**src/rtl/clpr_pkg.sv**
```systemverilog
`timescale 1ns / 1ps

package clpr_pkg;

    // Current measurement and boost limit constants
    localparam logic [15:0] CURRENT_CAP_Q8 = 16'd64000;
    localparam logic [5:0]  BOOST_BASE     = 6'd15;
    localparam logic [4:0]  BOOST_SPAN     = 5'd20;
    localparam logic [5:0]  BOOST_FULL     = 6'd55;
    localparam logic [10:0] POT_FULL_SCALE = 11'd1023;
    localparam logic [11:0] SENSOR_OFFSET  = 12'd2;

    // Configuration reset values
    localparam logic [15:0] RST_RPM_THRESHOLD    = 16'd335;
    localparam logic [7:0]  RST_LOW_LIMIT        = 8'd15;
    localparam logic [7:0]  RST_HIGH_LIMIT       = 8'd48;
    localparam logic [7:0]  RST_DUTY_MAX         = 8'd255;
    localparam logic [7:0]  RST_DUTY_MIN         = 8'd45;
    localparam logic [7:0]  RST_AUTO_START_DUTY  = 8'd85;
    localparam logic [7:0]  RST_BOOST_START_DUTY = 8'd104;
    localparam logic [7:0]  RST_AMPS_PER_BIT_Q8  = 8'd79;

    localparam int unsigned CFG_IDX_W  = 3;
    localparam int unsigned CFG_DATA_W = 16;

    typedef enum logic [CFG_IDX_W-1:0] {
        CFG_RPM_THRESHOLD    = 3'd0,
        CFG_LOW_LIMIT        = 3'd1,
        CFG_HIGH_LIMIT       = 3'd2,
        CFG_DUTY_MAX         = 3'd3,
        CFG_DUTY_MIN         = 3'd4,
        CFG_AUTO_START_DUTY  = 3'd5,
        CFG_BOOST_START_DUTY = 3'd6,
        CFG_AMPS_PER_BIT_Q8  = 3'd7
    } t_cfg_idx;

    typedef enum logic [1:0] {
        MODE_IDLE  = 2'd0,
        MODE_LOW   = 2'd1,
        MODE_HIGH  = 2'd2,
        MODE_BOOST = 2'd3
    } t_mode;

    typedef struct packed {
        logic [15:0] current_q8;
        logic [5:0]  boost_limit;
    } t_meas;

endpackage

```
**src/rtl/clpr_measure.sv**
```systemverilog
`timescale 1ns / 1ps

module clpr_measure (
    input  logic [9:0]       i_current_sample,
    input  logic [9:0]       i_reference_sample,
    input  logic [9:0]       i_pot_sample,
    input  logic [7:0]       i_amps_per_bit_q8,
    output clpr_pkg::t_meas  o_meas
);
    import clpr_pkg::*;

    logic signed [11:0] diff;
    logic               diff_pos;
    logic [18:0]        prod;
    logic [14:0]        pot_x20;
    logic [4:0]         q_est;
    logic [10:0]        rem_est;
    logic [4:0]         q;

    always_comb begin
        diff     = $signed({2'b00, i_current_sample}) - $signed({2'b00, i_reference_sample})
                   - $signed(SENSOR_OFFSET);
        diff_pos = !diff[11] && (diff != 12'sd0);
        prod     = 19'(diff[10:0]) * 19'(i_amps_per_bit_q8);
        if (!diff_pos) begin
            o_meas.current_q8 = '0;
        end else if (prod > 19'(CURRENT_CAP_Q8)) begin
            o_meas.current_q8 = CURRENT_CAP_Q8;
        end else begin
            o_meas.current_q8 = prod[15:0];
        end

        // pot*20/1023: estimate with /1024, remainder is x mod 1024 plus
        // the estimate, one correction covers it
        pot_x20 = {1'b0, i_pot_sample, 4'b0000} + {3'b000, i_pot_sample, 2'b00};
        q_est   = pot_x20[14:10];
        rem_est = {1'b0, pot_x20[9:0]} + {6'b000000, q_est};
        q       = (rem_est >= POT_FULL_SCALE) ? q_est + 5'd1 : q_est;
        if (q == BOOST_SPAN) begin
            o_meas.boost_limit = BOOST_FULL;
        end else begin
            o_meas.boost_limit = BOOST_BASE + {1'b0, q};
        end
    end

endmodule

```
**src/rtl/current_limited_pwm_ramp_unit.sv**
```systemverilog
`timescale 1ns / 1ps

// Channel  Direction  Handshake                 Payload
// in       to block   i_in_valid / o_in_stall   i_current_sample .. i_boost_btn
// out      from block o_out_valid / i_out_stall o_pwm_duty .. o_boost_limit
// cfg      to block   i_cfg_we                  i_cfg_index, i_cfg_data
//
// Input register, then measurement and duty ramp in one pass into the result register.
// One item per cycle sustained while the output is not stalled; a taken item moves from the
// input register into the result register, where it is offered as a result.
// Duty state updates as an item moves into the result register, so the next item
// sees it. Reset is synchronous, active low, and empties both stages.
// o_in_stall rises only when both registers hold items and the output is stalled.

module current_limited_pwm_ramp_unit (
    input  logic                                i_clk,
    input  logic                                i_rst_n,
    // input items
    input  logic                                i_in_valid,
    output logic                                o_in_stall,
    input  logic [9:0]                          i_current_sample,
    input  logic [9:0]                          i_reference_sample,
    input  logic [9:0]                          i_pot_sample,
    input  logic [15:0]                         i_motor_rpm,
    input  logic                                i_throttle_pin,
    input  logic                                i_boost_btn,
    // result items
    output logic                                o_out_valid,
    input  logic                                i_out_stall,
    output logic [7:0]                          o_pwm_duty,
    output logic [15:0]                         o_current_q8,
    output logic [1:0]                          o_drive_mode,
    output logic [5:0]                          o_boost_limit,
    // configuration writes
    input  logic                                i_cfg_we,
    input  logic [clpr_pkg::CFG_IDX_W-1:0]      i_cfg_index,
    input  logic [clpr_pkg::CFG_DATA_W-1:0]     i_cfg_data
);
    import clpr_pkg::*;

    // ---------------- configuration registers ----------------
    logic [15:0] r_rpm_threshold;
    logic [7:0]  r_low_limit;
    logic [7:0]  r_high_limit;
    logic [7:0]  r_duty_max;
    logic [7:0]  r_duty_min;
    logic [7:0]  r_auto_start_duty;
    logic [7:0]  r_boost_start_duty;
    logic [7:0]  r_amps_per_bit_q8;

    always_ff @(posedge i_clk) begin
        if (!i_rst_n) begin
            r_rpm_threshold    <= RST_RPM_THRESHOLD;
            r_low_limit        <= RST_LOW_LIMIT;
            r_high_limit       <= RST_HIGH_LIMIT;
            r_duty_max         <= RST_DUTY_MAX;
            r_duty_min         <= RST_DUTY_MIN;
            r_auto_start_duty  <= RST_AUTO_START_DUTY;
            r_boost_start_duty <= RST_BOOST_START_DUTY;
            r_amps_per_bit_q8  <= RST_AMPS_PER_BIT_Q8;
        end else if (i_cfg_we) begin
            unique case (t_cfg_idx'(i_cfg_index))
                CFG_RPM_THRESHOLD:    r_rpm_threshold    <= i_cfg_data;
                CFG_LOW_LIMIT:        r_low_limit        <= i_cfg_data[7:0];
                CFG_HIGH_LIMIT:       r_high_limit       <= i_cfg_data[7:0];
                CFG_DUTY_MAX:         r_duty_max         <= i_cfg_data[7:0];
                CFG_DUTY_MIN:         r_duty_min         <= i_cfg_data[7:0];
                CFG_AUTO_START_DUTY:  r_auto_start_duty  <= i_cfg_data[7:0];
                CFG_BOOST_START_DUTY: r_boost_start_duty <= i_cfg_data[7:0];
                CFG_AMPS_PER_BIT_Q8:  r_amps_per_bit_q8  <= i_cfg_data[7:0];
                default: ;
            endcase
        end
    end

    // ---------------- pipeline flow control ----------------
    logic r_s1_valid;
    logic r_out_valid;
    logic out_ready;
    logic s1_ready;

    assign out_ready   = !r_out_valid || !i_out_stall;
    assign s1_ready    = !r_s1_valid || out_ready;
    assign o_in_stall  = !s1_ready;
    assign o_out_valid = r_out_valid;

    always_ff @(posedge i_clk) begin
        if (!i_rst_n) begin
            r_s1_valid  <= 1'b0;
            r_out_valid <= 1'b0;
        end else begin
            if (s1_ready)  r_s1_valid  <= i_in_valid;
            if (out_ready) r_out_valid <= r_s1_valid;
        end
    end

    // ---------------- stage 1: input register ----------------
    logic [9:0]  r_s1_cur;
    logic [9:0]  r_s1_ref;
    logic [9:0]  r_s1_pot;
    logic [15:0] r_s1_rpm;
    logic        r_s1_thr_pin;
    logic        r_s1_bst_pin;

    always_ff @(posedge i_clk) begin
        if (s1_ready && i_in_valid) begin
            r_s1_cur     <= i_current_sample;
            r_s1_ref     <= i_reference_sample;
            r_s1_pot     <= i_pot_sample;
            r_s1_rpm     <= i_motor_rpm;
            r_s1_thr_pin <= i_throttle_pin;
            r_s1_bst_pin <= i_boost_btn;
        end
    end

    // ---------------- current and boost limit ----------------
    t_meas s1_meas;
    logic  rpm_high;
    logic  thr_dn;
    logic  bst_dn;

    clpr_measure u_measure (
        .i_current_sample   (r_s1_cur),
        .i_reference_sample (r_s1_ref),
        .i_pot_sample       (r_s1_pot),
        .i_amps_per_bit_q8  (r_amps_per_bit_q8),
        .o_meas             (s1_meas)
    );

    assign rpm_high = (r_s1_rpm >= r_rpm_threshold);
    assign thr_dn   = !r_s1_thr_pin;   // buttons are active low
    assign bst_dn   = !r_s1_bst_pin;

    // ---------------- duty ramp and result ----------------
    logic [7:0]  r_duty;
    logic        r_auto_started;
    logic        r_boost_armed;
    logic [7:0]  n_duty;
    logic        n_auto_started;
    logic        n_boost_armed;
    t_mode       n_mode;

    logic [7:0]         limit;
    logic               over_speed;
    logic               over_boost;
    logic               over;
    logic signed [9:0]  d;

    always_comb begin
        limit          = rpm_high ? r_high_limit : r_low_limit;
        over_speed     = s1_meas.current_q8 > {limit, 8'h00};
        over_boost     = s1_meas.current_q8 > {2'b00, s1_meas.boost_limit, 8'h00};
        n_mode         = rpm_high ? MODE_HIGH : MODE_LOW;
        n_auto_started = r_auto_started;
        n_boost_armed  = r_boost_armed;
        d              = $signed({2'b00, r_duty});
        over           = 1'b0;

        if (thr_dn || bst_dn) begin
            // first throttle press loads the preset, unless boost is held or already over limit
            if (!r_auto_started && !bst_dn && !over_speed) begin
                d              = $signed({2'b00, r_auto_start_duty});
                n_auto_started = 1'b1;
            end else if (bst_dn) begin
                n_mode = MODE_BOOST;
                if (r_boost_armed) begin
                    d             = $signed({2'b00, r_boost_start_duty});
                    n_boost_armed = 1'b0;
                end
            end
            over = (n_mode == MODE_BOOST) ? over_boost : over_speed;
            if (over) begin
                d = d - ((n_mode == MODE_HIGH) ? 10'sd2 : 10'sd1);
            end else begin
                d = d + 10'sd1;
            end
        end else begin
            n_boost_armed  = 1'b1;
            n_auto_started = 1'b0;
            d              = 10'sd0;
            n_mode         = MODE_IDLE;
        end

        // clamp to max first, then min wins
        if (d >= $signed({2'b00, r_duty_max})) begin
            d = $signed({2'b00, r_duty_max});
        end
        if (d <= $signed({2'b00, r_duty_min})) begin
            d = $signed({2'b00, r_duty_min});
        end
        n_duty = d[7:0];
    end

    always_ff @(posedge i_clk) begin
        if (!i_rst_n) begin
            r_duty         <= '0;
            r_auto_started <= 1'b0;
            r_boost_armed  <= 1'b1;
        end else if (out_ready && r_s1_valid) begin
            r_duty         <= n_duty;
            r_auto_started <= n_auto_started;
            r_boost_armed  <= n_boost_armed;
        end
    end

    logic [15:0] r_out_current_q8;
    logic [1:0]  r_out_mode;
    logic [5:0]  r_out_boost_limit;

    always_ff @(posedge i_clk) begin
        if (out_ready && r_s1_valid) begin
            r_out_current_q8  <= s1_meas.current_q8;
            r_out_mode        <= n_mode;
            r_out_boost_limit <= s1_meas.boost_limit;
        end
    end

    // the stored duty is the result duty
    assign o_pwm_duty    = r_duty;
    assign o_current_q8  = r_out_current_q8;
    assign o_drive_mode  = r_out_mode;
    assign o_boost_limit = r_out_boost_limit;

endmodule

```
**config.mk**
```make
export PLATFORM = sky130hd
export DESIGN_NAME = current_limited_pwm_ramp_unit
export DESIGN_NICKNAME = d
export VERILOG_FILES = /design/src/rtl/clpr_pkg.sv /design/src/rtl/clpr_measure.sv /design/src/rtl/current_limited_pwm_ramp_unit.sv
export SDC_FILE = /design/constraint.sdc
export NUM_CORES = 1
export LEC_CHECK = 0
export BUFFER_PORTS_ARGS = -buffer_cell sky130_fd_sc_hd__buf_2
export CORE_MARGIN = 1
export CORE_UTILIZATION = 35
export DETAILED_ROUTE_END_ITERATION = 8
export SLEW_MARGIN = 25
export SYNTH_ARGS = -nofsm -noshare
export SYNTH_HDL_FRONTEND = slang
export SYNTH_SLANG_ARGS = --single-unit
```
**constraint.sdc**
```tcl
create_clock -name i_clk -period 18.82 [get_ports i_clk]
set_input_delay 5.646 -clock i_clk [delete_from_list [all_inputs] [get_ports i_clk]]
set_output_delay 5.646 -clock i_clk [all_outputs]
set_load 0.02 [all_outputs]
```
# Word level (Yosys, flattened, before mapping)
# Cells that the tools add are included.
# totals
register_bits	156
wordCells	104
# classes
n_addsub	8
n_eq_ne	13
n_lt_le_gt_ge	7
muxes	24
n_reduce_logical	29
n_mul	1
# op_table
operator	count
$mux 10	4
$mux 8	5
$mux 16	2
$gt 19x16->1 const B	1
$mul 11x8->19	1
$reduce_and 2->1	9
$ge 16x16->1	1
$gt 16x14->1	1
$gt 16x16->1	1
$add 14x12->15	1
$eq 3x3->1 const B	4
$reduce_bool 12->1	1
$sub 12x3->12 const B	1
$add 10x5->11	1
$ge 11x10->1 const B	1
$sub 10x10->11	1
$add 10x2->10 const B	1
$ge 10x9->1	1
$le 10x9->1	1
$mux 2	5
$sub 10x3->10	1
$logic_not 1->1	9
$add 4x5->6 const A	1
$eq 3x2->1 const B	2
other kinds (13)	26

# Logic depth before layout (Yosys ltp)
# Gate-level depths: netlist of the first run.
# depth
ltp_word	20
depth_mapped	72
mapped_depth_nobuf	68

# Hierarchy
# Synthesis of the first run repeated with hierarchy kept, for this count alone.
# hier_totals
cells_unflattened	1396
area_unflattened_um2	12818.5
# modules_own_cells
mod	cells_per_inst	n_inst	area_each_um2
current_limited_pwm_ramp_unit	806	1	7910.1
clpr_measure	590	1	4908.5

# Worst setup path before layout of the first run
# No wires, ideal clock.
# synth_timing
kind	flip-flop to flip-flop
startpoint	reg r_s1_ref[0]
endpoint	reg r_duty[1], in the netlist o_pwm_duty[1]
path_buffers	7
setup_slack_ps	4580
arrival_time_ps	14123
required_time_ps	18703
stages_incl_launch_ff	70
cell_sequence	edfxtp_1 -> ha_1 -> fa_1 -> buf_1 -> nand3_1 -> mux2_2 -> or2_1 -> clkbuf_1 -> nor4_1 -> xor2_1 -> nor2b_1 -> fa_1 -> fa_1 -> fa_1 -> inv_1 -> fa_1 -> inv_1 -> ha_1 -> [34 not listed] -> a21oi_1 -> nor2b_1 -> o22ai_1 -> o31ai_4 -> mux2_4 -> ha_1 -> nor2b_1 -> o21a_1 -> o21a_1 -> o21a_1 -> o21ai_0 -> nand2b_1 -> a21oi_1 -> nor2b_1 -> o22a_1 -> o21a_1 -> clkbuf_1 -> a41o_1
# synth_via
elab_chain_len	20
elab_cells_between_ends	29
classes_between	add/sub: 4; mul: 1; order compare: 5; eq/ne: 2; mux: 12; reduce/logical: 5
# synth_lines
item	line_no	text
start: declaration	current_limited_pwm_ramp_unit.sv:99	logic [9:0] r_s1_ref;
start signal: assignment	current_limited_pwm_ramp_unit.sv:108	r_s1_ref <= i_reference_sample;
$sub 10x10->11 *	clpr_measure.sv:21	diff = $signed({2'b00, i_current_sample}) - $signed({2'b00, i_reference_sample})
$sub 12x3->12 *	clpr_measure.sv:22	- $signed(SENSOR_OFFSET);
$mul 11x8->19	clpr_measure.sv:24	prod = 19'(diff[10:0]) * 19'(i_amps_per_bit_q8);
$gt 19x16->1	clpr_measure.sv:27	end else if (prod > 19'(CURRENT_CAP_Q8)) begin
$mux 16	clpr_measure.sv:27	
$mux 16 *	clpr_measure.sv:25	if (!diff_pos) begin
$gt 16x16->1	current_limited_pwm_ramp_unit.sv:151	over_speed = s1_meas.current_q8 > {limit, 8'h00};
$logic_not 1->1	current_limited_pwm_ramp_unit.sv:161	if (!r_auto_started && !bst_dn && !over_speed) begin
[4 not listed]	n/a	
$mux 2	current_limited_pwm_ramp_unit.sv:173	d = d - ((n_mode == MODE_HIGH) ? 10'sd2 : 10'sd1);
$sub 10x3->10	current_limited_pwm_ramp_unit.sv:173	
$mux 10 *	current_limited_pwm_ramp_unit.sv:172	if (over) begin
$mux 10 *	current_limited_pwm_ramp_unit.sv:159	if (thr_dn || bst_dn) begin
$ge 10x9->1	current_limited_pwm_ramp_unit.sv:185	if (d >= $signed({2'b00, r_duty_max})) begin
$mux 10 *	current_limited_pwm_ramp_unit.sv:185	
$le 10x9->1	current_limited_pwm_ramp_unit.sv:188	if (d <= $signed({2'b00, r_duty_min})) begin
$mux 8 *	current_limited_pwm_ramp_unit.sv:188	
end signal: assignment	current_limited_pwm_ramp_unit.sv:200	r_duty <= n_duty;
end: declaration	current_limited_pwm_ramp_unit.sv:135	logic [7:0] r_duty;
# Every way passes the cells marked *; elsewhere a longest branch is shown, timed or not. The select of a mux whose other input is x is not followed.
# A chain may end at the register's enable or synchronous reset.

# Worst setup path in the final report of the first run
# layout_timing
startpoint	reg r_s1_cur[0]
endpoint	reg r_duty[5], in the netlist o_pwm_duty[5]
# layout_via
elab_chain_len	20
elab_cells_between_ends	29
classes_between	add/sub: 4; mul: 1; order compare: 5; eq/ne: 2; mux: 12; reduce/logical: 5
# layout_lines
item	line_no	text
start: declaration	current_limited_pwm_ramp_unit.sv:98	logic [9:0] r_s1_cur;
start signal: assignment	current_limited_pwm_ramp_unit.sv:107	r_s1_cur <= i_current_sample;
$sub 10x10->11 *	clpr_measure.sv:21	
$sub 12x3->12 *	clpr_measure.sv:22	
$mul 11x8->19	clpr_measure.sv:24	
$gt 19x16->1	clpr_measure.sv:27	
$mux 16	clpr_measure.sv:27	
$mux 16 *	clpr_measure.sv:25	
$gt 16x16->1	current_limited_pwm_ramp_unit.sv:151	
$logic_not 1->1	current_limited_pwm_ramp_unit.sv:161	
[4 not listed]	n/a	
$mux 2	current_limited_pwm_ramp_unit.sv:173	
$sub 10x3->10	current_limited_pwm_ramp_unit.sv:173	
$mux 10 *	current_limited_pwm_ramp_unit.sv:172	
$mux 10 *	current_limited_pwm_ramp_unit.sv:159	
$ge 10x9->1	current_limited_pwm_ramp_unit.sv:185	
$mux 10 *	current_limited_pwm_ramp_unit.sv:185	
$le 10x9->1	current_limited_pwm_ramp_unit.sv:188	
$mux 8 *	current_limited_pwm_ramp_unit.sv:188	
# Marked as above.

==> results of run 1 <==
-- cells in the mapped netlist (18+ instances only) --
cell      instances
a21boi_0         37
nand3_1          55
xnor2_1          30
nor3_1           21
fa_1             58
nand2b_1         21
o21ai_0          36
a21o_1           26
and2_1           50
dfxtp_1          84
nor2_1           61
nand2_1         211
mux2i_1          18
clkbuf_1         33
ha_1            114
inv_1           139
edfxtp_1         72
nor2b_1          43
o211ai_1         22
a21oi_1          48
-- through the flow --
step           instance area, sq um  hold WS [ns]  setup slack (ns)  cells
5_1_grt                       13900         0.488              1.33   1921
4_1_cts                       13900         0.472              2.77   1921
2_1_floorplan                 12300         0.435              4.58   1376
3_5_place_dp                  13300         0.456              2.81   1889
3_3_place_gp                  13300         0.446              3.27   1889
6_report                      13900         0.467              2.65   1921
-- cells in the final DEF, fill, tap and decap left out, drive strengths merged, types with 7 or more instances in the layout --
master | synthesis | layout
a211oi | 7 | 7
a21boi | 37 | 37
a21o | 26 | 26
a21oi | 48 | 48
a31oi | 9 | 9
and2 | 50 | 50
and3 | 16 | 16
buf | 12 | 111
clkbuf | 41 | 20
dfxtp | 84 | 84
edfxtp | 72 | 72
fa | 58 | 58
ha | 114 | 114
inv | 139 | 148
mux2 | 19 | 19
mux2i | 18 | 18
nand2 | 211 | 211
nand2b | 21 | 21
nand3 | 55 | 55
nand4 | 11 | 11
nor2 | 61 | 61
nor2b | 43 | 43
nor3 | 21 | 21
o211ai | 22 | 22
o21a | 13 | 13
o21ai | 37 | 37
o21bai | 7 | 7
or2 | 10 | 10
xnor2 | 30 | 30
xor2 | 11 | 11
-- registers in the layout, summed over array words and instances, names as in the netlist, 10 cells and up --
signal / flops
r_s1_ref: 10
r_s1_rpm: 16
o_current_q8: 16
r_rpm_threshold: 16
r_s1_pot: 10
r_s1_cur: 10
-- cell type report --
| class | count | area, sq um | area share |
|---|---|---|---|
| sequential | 156 | 3840 | 0.277 |
| tap | 455 | 569 | 0.0411 |
| clock buffer | 20 | 478 | 0.0345 |
| inverter | 139 | 522 | 0.0377 |
| multi-input combinational | 1028 | 7760 | 0.560 |
| clock inverter | 12 | 114 | 0.00822 |
| timing repair buffer | 111 | 571 | 0.0412 |
-- metal layers --
layer / vias up / wire length, um
met2: 219 / 14400
li1: 4874 / -
met3: 33 / 1100
met1: 4686 / 14600
met4: 0 / 586
met5: - / 0
-- kinds of logic after synthesis --
kind of cell	count (synthesis)	share of synthesized area
AND/OR/NAND/NOR	520	0.204
AO/OA/AOI/OAI	257	0.150
buffers and inverters	192	0.0601
adder cells (fa/ha/maj)	172	0.210
flip-flops	156	0.312
XOR/XNOR	42	0.0310
multiplexers	37	0.0335
-- worst max-delay path, delay by kind of cell, from the launching register on --
family	cells	cell delay, ns
fa+ha+maj	12	4.81
compound gates	24	4.77
simple gates	20	4.11
mux	4	1.20
xor+xnor	1	0.63
flops	1	0.33
buf+inv	4	0.23
-- worst paths after layout --
| check | slack [ns] | from | end |
|---|---|---|---|
| setup / recovery | 2.65 | r_s1_cur[0] | o_pwm_duty[5] |
| hold / removal | 0.47 | r_high_limit[3] | r_high_limit[3] |
| setup reg to reg | 2.65 | r_s1_cur[0] | o_pwm_duty[5] |
| hold reg to reg | 0.47 | r_high_limit[3] | r_high_limit[3] |
==> results.toml, run 1 <==
[detailed_routing]
wl_per_cell_um = 16.0
wirelength_mm = 30.7
ant_nets = 0
dr.pass1.iters = 5
drcViolationCount = 0
viasPerCell = 5.11
via_count = 9812
detail_route.iter0.violations = 745

[synthesis]
ys_seq_elements = 156
synthArstFlopShare = 0
synth.largest_area_cell = "edfxtp_1"
seq_area_frac_synth = 0.312
syn_nets = 1620
ys_types = 76
synth_edf_count = 72
netlist_top_cells_area = "edfxtp_1 18%, dfxtp_1 14%, ha_1 12%, fa_1 9.4%, nand2_1 6.4%"
syn_area_per_cell_sq_um = 8.95
synth.top_cell.area_share = 0.176
postSynthCellCount = 1376
synth_flop_cell = "dfxtp_1"
ys_warn_count = 0
synth_area_sq_um = 12300

[sta]
setup_viol = 0
clock_skew_ns = 0.0106
max-slew-margin-rel = 0.365
tightest_slew_ns = 0.942
period_minus_slack_ns = 16.17
finalCritPeriodShare = 0.859
fmax_mhz = 61.8
finalHoldViolations = 0
final_max_slew_viol_count = 0
fin_tns_setup_ns = 0
rsz0062_at_grt = "false"

[cts]
clock_sinks = 156
ctsResizeCount = 0
cts-hold-fix-buffers = 0
ctsHtreeMaxLevel = 4
path_clk_slew_ns = 0.07
numCtsBuffers = 17
post_cts_buffers = 0
cts_tree = "done"
clock_latency_ns = 0.43
cts_buffer_depth = 2
root_buffer = "clkbuf_16"

[run]
maxCapViolations = 0

[die]
num_rows = 68
initial_utilization = 0.357
die_h_um = 190
core-area_sq_um = 34500
die_area_sq_um = 35900
die_w_um = 190
io_pins = 106

[min_path]
hold_path.class = "reg2reg"
hold_path_depth = 2

[grt]
grt_usage = 0.177
grt_antenna_before_repair = 0
grt_max_degree = 98
grt-busiest-layer = "met2"
grt_pass1_vias = 9751
gr-usage-met1 = 0.238
met2_usage = 0.295
met3_usage = 0.0229
grt_overflow = 0
grt_pass1_wl_mm = 50.5

[setup_path]
reg2regPathDepth = 65
worstPathRequired_ns = 19.17
crit_fanout = 17
crit_type = "reg2reg"
crit_path_start_kind = "flop"
max_stage_delay_ns = 0.77
cp-end-kind = "flop"
slowest_stage = "fa_1"
arrival_ns = 16.52

[cells_and_area]
drive_gt1_frac = 0.128
areaGrowthSynthToFinish_pct = 12.5
n_antenna_cell = 0
post-route-util = 0.401
nFillCells = 3511
final_nets = 1697

[placement]
place.gp.congestion = 0.889
dpl.hpwl_mm = 23.8
portBuffers = 105

[status]
status = "completed"
Power of run 1 is left out: the tool's default activity adds up to more than one toggle a clock period on the data nets, which glitch-free logic cannot reach.
==> inputs of run 2 (changes only) <==
Settings changed: PLACE_DENSITY set to 0.59.
==> run 2 against run 1 <==
  * Maximum frequency shrank 0.69%
  * Sequential cell count is the same
  * Wire length grew 0.17%
  * Largest cell class unchanged
  * Core utilization is essentially flat
  * Highest routed layer unchanged
  * Design area is essentially flat
==> results.toml, run 2 (synthesized netlist as in run 1, its figures left out) <==
[die]
core-area_sq_um = 34500
num_rows = 68
initial_utilization = 0.357
die_w_um = 190
die_h_um = 190
die_area_sq_um = 35900
io_pins = 106

[sta]
setup_viol = 0
max-slew-margin-rel = 0.375
fmax_mhz = 61.4
tightest_slew_ns = 0.937
rsz0062_at_grt = "false"
period_minus_slack_ns = 16.28
final_max_slew_viol_count = 0
whs_ns = 0.464
fin_tns_setup_ns = 0
finalHoldViolations = 0
clock_skew_ns = 0.0178
finalCritPeriodShare = 0.865

[grt]
grt_antenna_before_repair = 0
grt_overflow = 0
grt_pass1_vias = 9570
grt_pass1_wl_mm = 50.1
met3_usage = 0.0216
grt_usage = 0.177
met2_usage = 0.295
grt_max_degree = 98
gr-usage-met1 = 0.239
grt-busiest-layer = "met2"

[setup_path]
worstPathRequired_ns = 19.18
cp_top_family = "compound AO/OA/AOI/OAI gates"
cp_num_buf_inv = 4
arrival_ns = 16.64
r2r-start = "r_s1_ref[0]"
slowest_stage = "fa_1"
crit_start = "r_s1_ref[0]"
crit_type = "reg2reg"
crit_path_start_kind = "flop"
max_stage_delay_ns = 0.75
crit_fanout = 17
cp-end-kind = "flop"

[detailed_routing]
wl_per_cell_um = 16.0
drcViolationCount = 0
wirelength_mm = 30.8
viasPerCell = 5.15
ant_nets = 0
dr.pass1.iters = 7
detail_route.iter0.violations = 695
via_count = 9895

[cts]
ctsResizeCount = 0
numCtsBuffers = 17
ctsHtreeMaxLevel = 4
post_cts_buffers = 0
path_clk_slew_ns = 0.07
clock_latency_ns = 0.45
cts-hold-fix-buffers = 0
cts_buffer_depth = 2
clock_sinks = 156
root_buffer = "clkbuf_16"
cts_tree = "done"

[placement]
portBuffers = 105
dp_cells = 1889
place.gp.congestion = 0.872
dpl.hpwl_mm = 23.8

[cells_and_area]
final_common_cell = "nand2_1"
n_antenna_cell = 0
drive_gt1_frac = 0.127
areaGrowthSynthToFinish_pct = 12.6
stdcell_count = 1921
final_nets = 1697
final_cell_mix = "211 x nand2_1, 139 x inv_1, 114 x ha_1, 105 x buf_2, 84 x dfxtp_1"

[status]
status = "completed"

[run]
maxCapViolations = 0

[min_path]
hold_path.class = "reg2reg"
hold_path_startpoint = "r_rpm_threshold[12]"
## run 2: cell count changes in the layout (fill, tap and decap cells not counted), sizes merged
cell / change
bufinv: +1
inv: -1
## run 2: worst paths after layout
kind / slack (ns) / endpoint / cells after the start
max: 2.54 / o_pwm_duty[5] / 61
min: 0.46 / r_rpm_threshold[12] / 2
min reg2reg: 0.46 / r_rpm_threshold[12] / 2
max reg2reg: 2.54 / o_pwm_duty[5] / 61
## run 2: worst reg2reg max path, delay by kind of cell, from the launching register on
family	cells	cell delay, ns
and+or+nand+nor	19	4.28
adders and majority gates	11	4.37
muxes	5	1.43
DFF	1	0.38
xor gates and xnor gates	1	0.64
AOI/OAI and AO/OA	21	4.85
buffers and inverters	4	0.24
## run 2: through the flow
stage | utilization | area, sq um | setup slack, ns
6_report | 0.401 | 13900 | 2.54
3_5_place_dp | 0.384 | 13300 | 2.85
5_1_grt | 0.401 | 13900 | 1.37
2_1_floorplan | - | 12300 | 4.58
4_1_cts | 0.401 | 13900 | 2.76
3_3_place_gp | 0.384 | 13300 | 3.35
## run 2: routing by layer
metal	wire, um	share of wire
met1	14300	0.46
met2	14800	0.48
met3	1240	0.040
met4	537	0.017
met5	0	0
## run 2: area by class of cell
type,count,area [sq um]
well taps,455,569
flip-flops and latches,156,3840
clock buffers,20,479
repair buffers,111,571
clock inverters,12,123
fillers,3511,20700
inverters,139,522
multi-input cells,1028,7760
Power of run 2 is left out for the same reason.
==> inputs of run 3 (changes only) <==
Settings changed: PLACE_DENSITY 0.59 to 0.61.
==> run 3 against run 2 <==
  * Die area unchanged
  * Maximum frequency about the same
  * Worst hold slack improved by 0.0022 ns
  * Setup slack improved by 0.0045 ns
  * Design area decreased by 0.11%
  * Sequential cell count unchanged
==> results.toml, run 3 (synthesized netlist as in run 1, its figures left out) <==
[status]
status = "completed"

[placement]
portBuffers = 105
place.gp.congestion = 0.910
dpl.hpwl_mm = 23.9

[sta]
finalCritPeriodShare = 0.865
fmax_mhz = 61.4
period_minus_slack_ns = 16.28
finalHoldViolations = 0
final_max_slew_viol_count = 0
fin_tns_setup_ns = 0
tightest_slew_ns = 0.943
max-slew-margin-rel = 0.369
clock_skew_ns = 0.0144
setup_viol = 0
rsz0062_at_grt = "false"

[cells_and_area]
drive_gt1_frac = 0.127
final_cell_mix = "211 x nand2_1, 139 x inv_1, 114 x ha_1, 105 x buf_2, 84 x dfxtp_1"
areaGrowthSynthToFinish_pct = 12.4
final_common_cell = "nand2_1"
final_nets = 1698
n_antenna_cell = 0
seq_area_sq_um = 3840
multi_input_area_sq_um = 7750
nFillCells = 3507

[grt]
grt_antenna_before_repair = 0
grt_overflow = 0
grt_usage = 0.179
grt_pass1_vias = 9816
grt_max_degree = 98
grt_pass1_wl_mm = 51.0

[detailed_routing]
viasPerCell = 5.12
wl_met3_mm = 1.22
via_count = 9846
ant_nets = 0
wl_met2_mm = 14.4
dr.pass1.iters = 7
detail_route.iter0.violations = 714
top_layer = "met4"
wl_met1_mm = 14.7
drcViolationCount = 0
wl_per_cell_um = 16.1
wirelength_mm = 31.0

[setup_path]
crit_type = "reg2reg"
max_stage_delay_ns = 0.67
crit_fanout = 17
worstPathRequired_ns = 19.18
cp-end-kind = "flop"
slowest_stage = "a21o_1"
crit_path_start_kind = "flop"
cp_num_buf_inv = 4
cp_top_family = "compound AO/OA/AOI/OAI gates"
arrival_ns = 16.63

[die]
num_rows = 68
die_w_um = 190
die_h_um = 190
initial_utilization = 0.357
io_pins = 106
core-area_sq_um = 34500
die_area_sq_um = 35900

[cts]
ctsResizeCount = 0
cts_tree = "done"
clock_sinks = 156
cts-hold-fix-buffers = 0
clock_latency_ns = 0.44
post_cts_buffers = 0
cts_buffer_depth = 2
ctsHtreeMaxLevel = 4
root_buffer = "clkbuf_16"
numCtsBuffers = 17
path_clk_slew_ns = 0.08

[run]
maxCapViolations = 0

[min_path]
hold_path.class = "reg2reg"
-- run 3: metal layers --
metal	GRT usage	vias up
met5	0	-
met3	0.0247	42
li1	-	4883
met4	0.0589	0
met1	0.238	4691
met2	0.298	230
-- run 3: final timing paths --
check,slack (ns),startpoint,to,depth (start not counted)
worst max-delay path,2.54,r_s1_cur[0],o_pwm_duty[5],68
worst min-delay path,0.47,r_rpm_threshold[10],r_rpm_threshold[10],2
worst max register to register,2.54,r_s1_cur[0],o_pwm_duty[5],68
worst min register to register,0.47,r_rpm_threshold[10],r_rpm_threshold[10],2
-- run 3: layout make-up --
| class | instances | area share |
|---|---|---|
| Tap cell | 455 | 0.0411 |
| Inverter | 139 | 0.0377 |
| Multi-Input combinational cell | 1028 | 0.560 |
| Clock buffer | 18 | 0.0317 |
| Sequential cell | 156 | 0.278 |
| Clock inverter | 14 | 0.0107 |
| Timing Repair Buffer | 112 | 0.0417 |
-- run 3: worst reg2reg max path: cells and delay by family (launching register included) --
family | cells | cell delay [ns]
AOI/OAI and AO/OA | 26 | 5.20
adders and majority gates | 12 | 4.33
and+or+nand+nor | 21 | 4.24
xor gates and xnor gates | 2 | 0.94
muxes | 3 | 0.90
DFF | 1 | 0.33
buffers and inverters | 4 | 0.24
-- run 3: through the flow --
stage / cells / util / hold slack [ns] / setup slack (ns) / instance area, sq um
final: 1922 / 0.401 / 0.467 / 2.54 / 13800
after detailed placement: 1890 / 0.384 / 0.454 / 2.76 / 13300
after global routing: 1922 / 0.401 / 0.486 / 1.13 / 13800
after global placement: 1890 / 0.384 / 0.450 / 3.17 / 13300
after CTS: 1922 / 0.401 / 0.470 / 2.67 / 13800
after floorplan: 1376 / - / 0.435 / 4.58 / 12300
Power of run 3 is left out for the same reason.
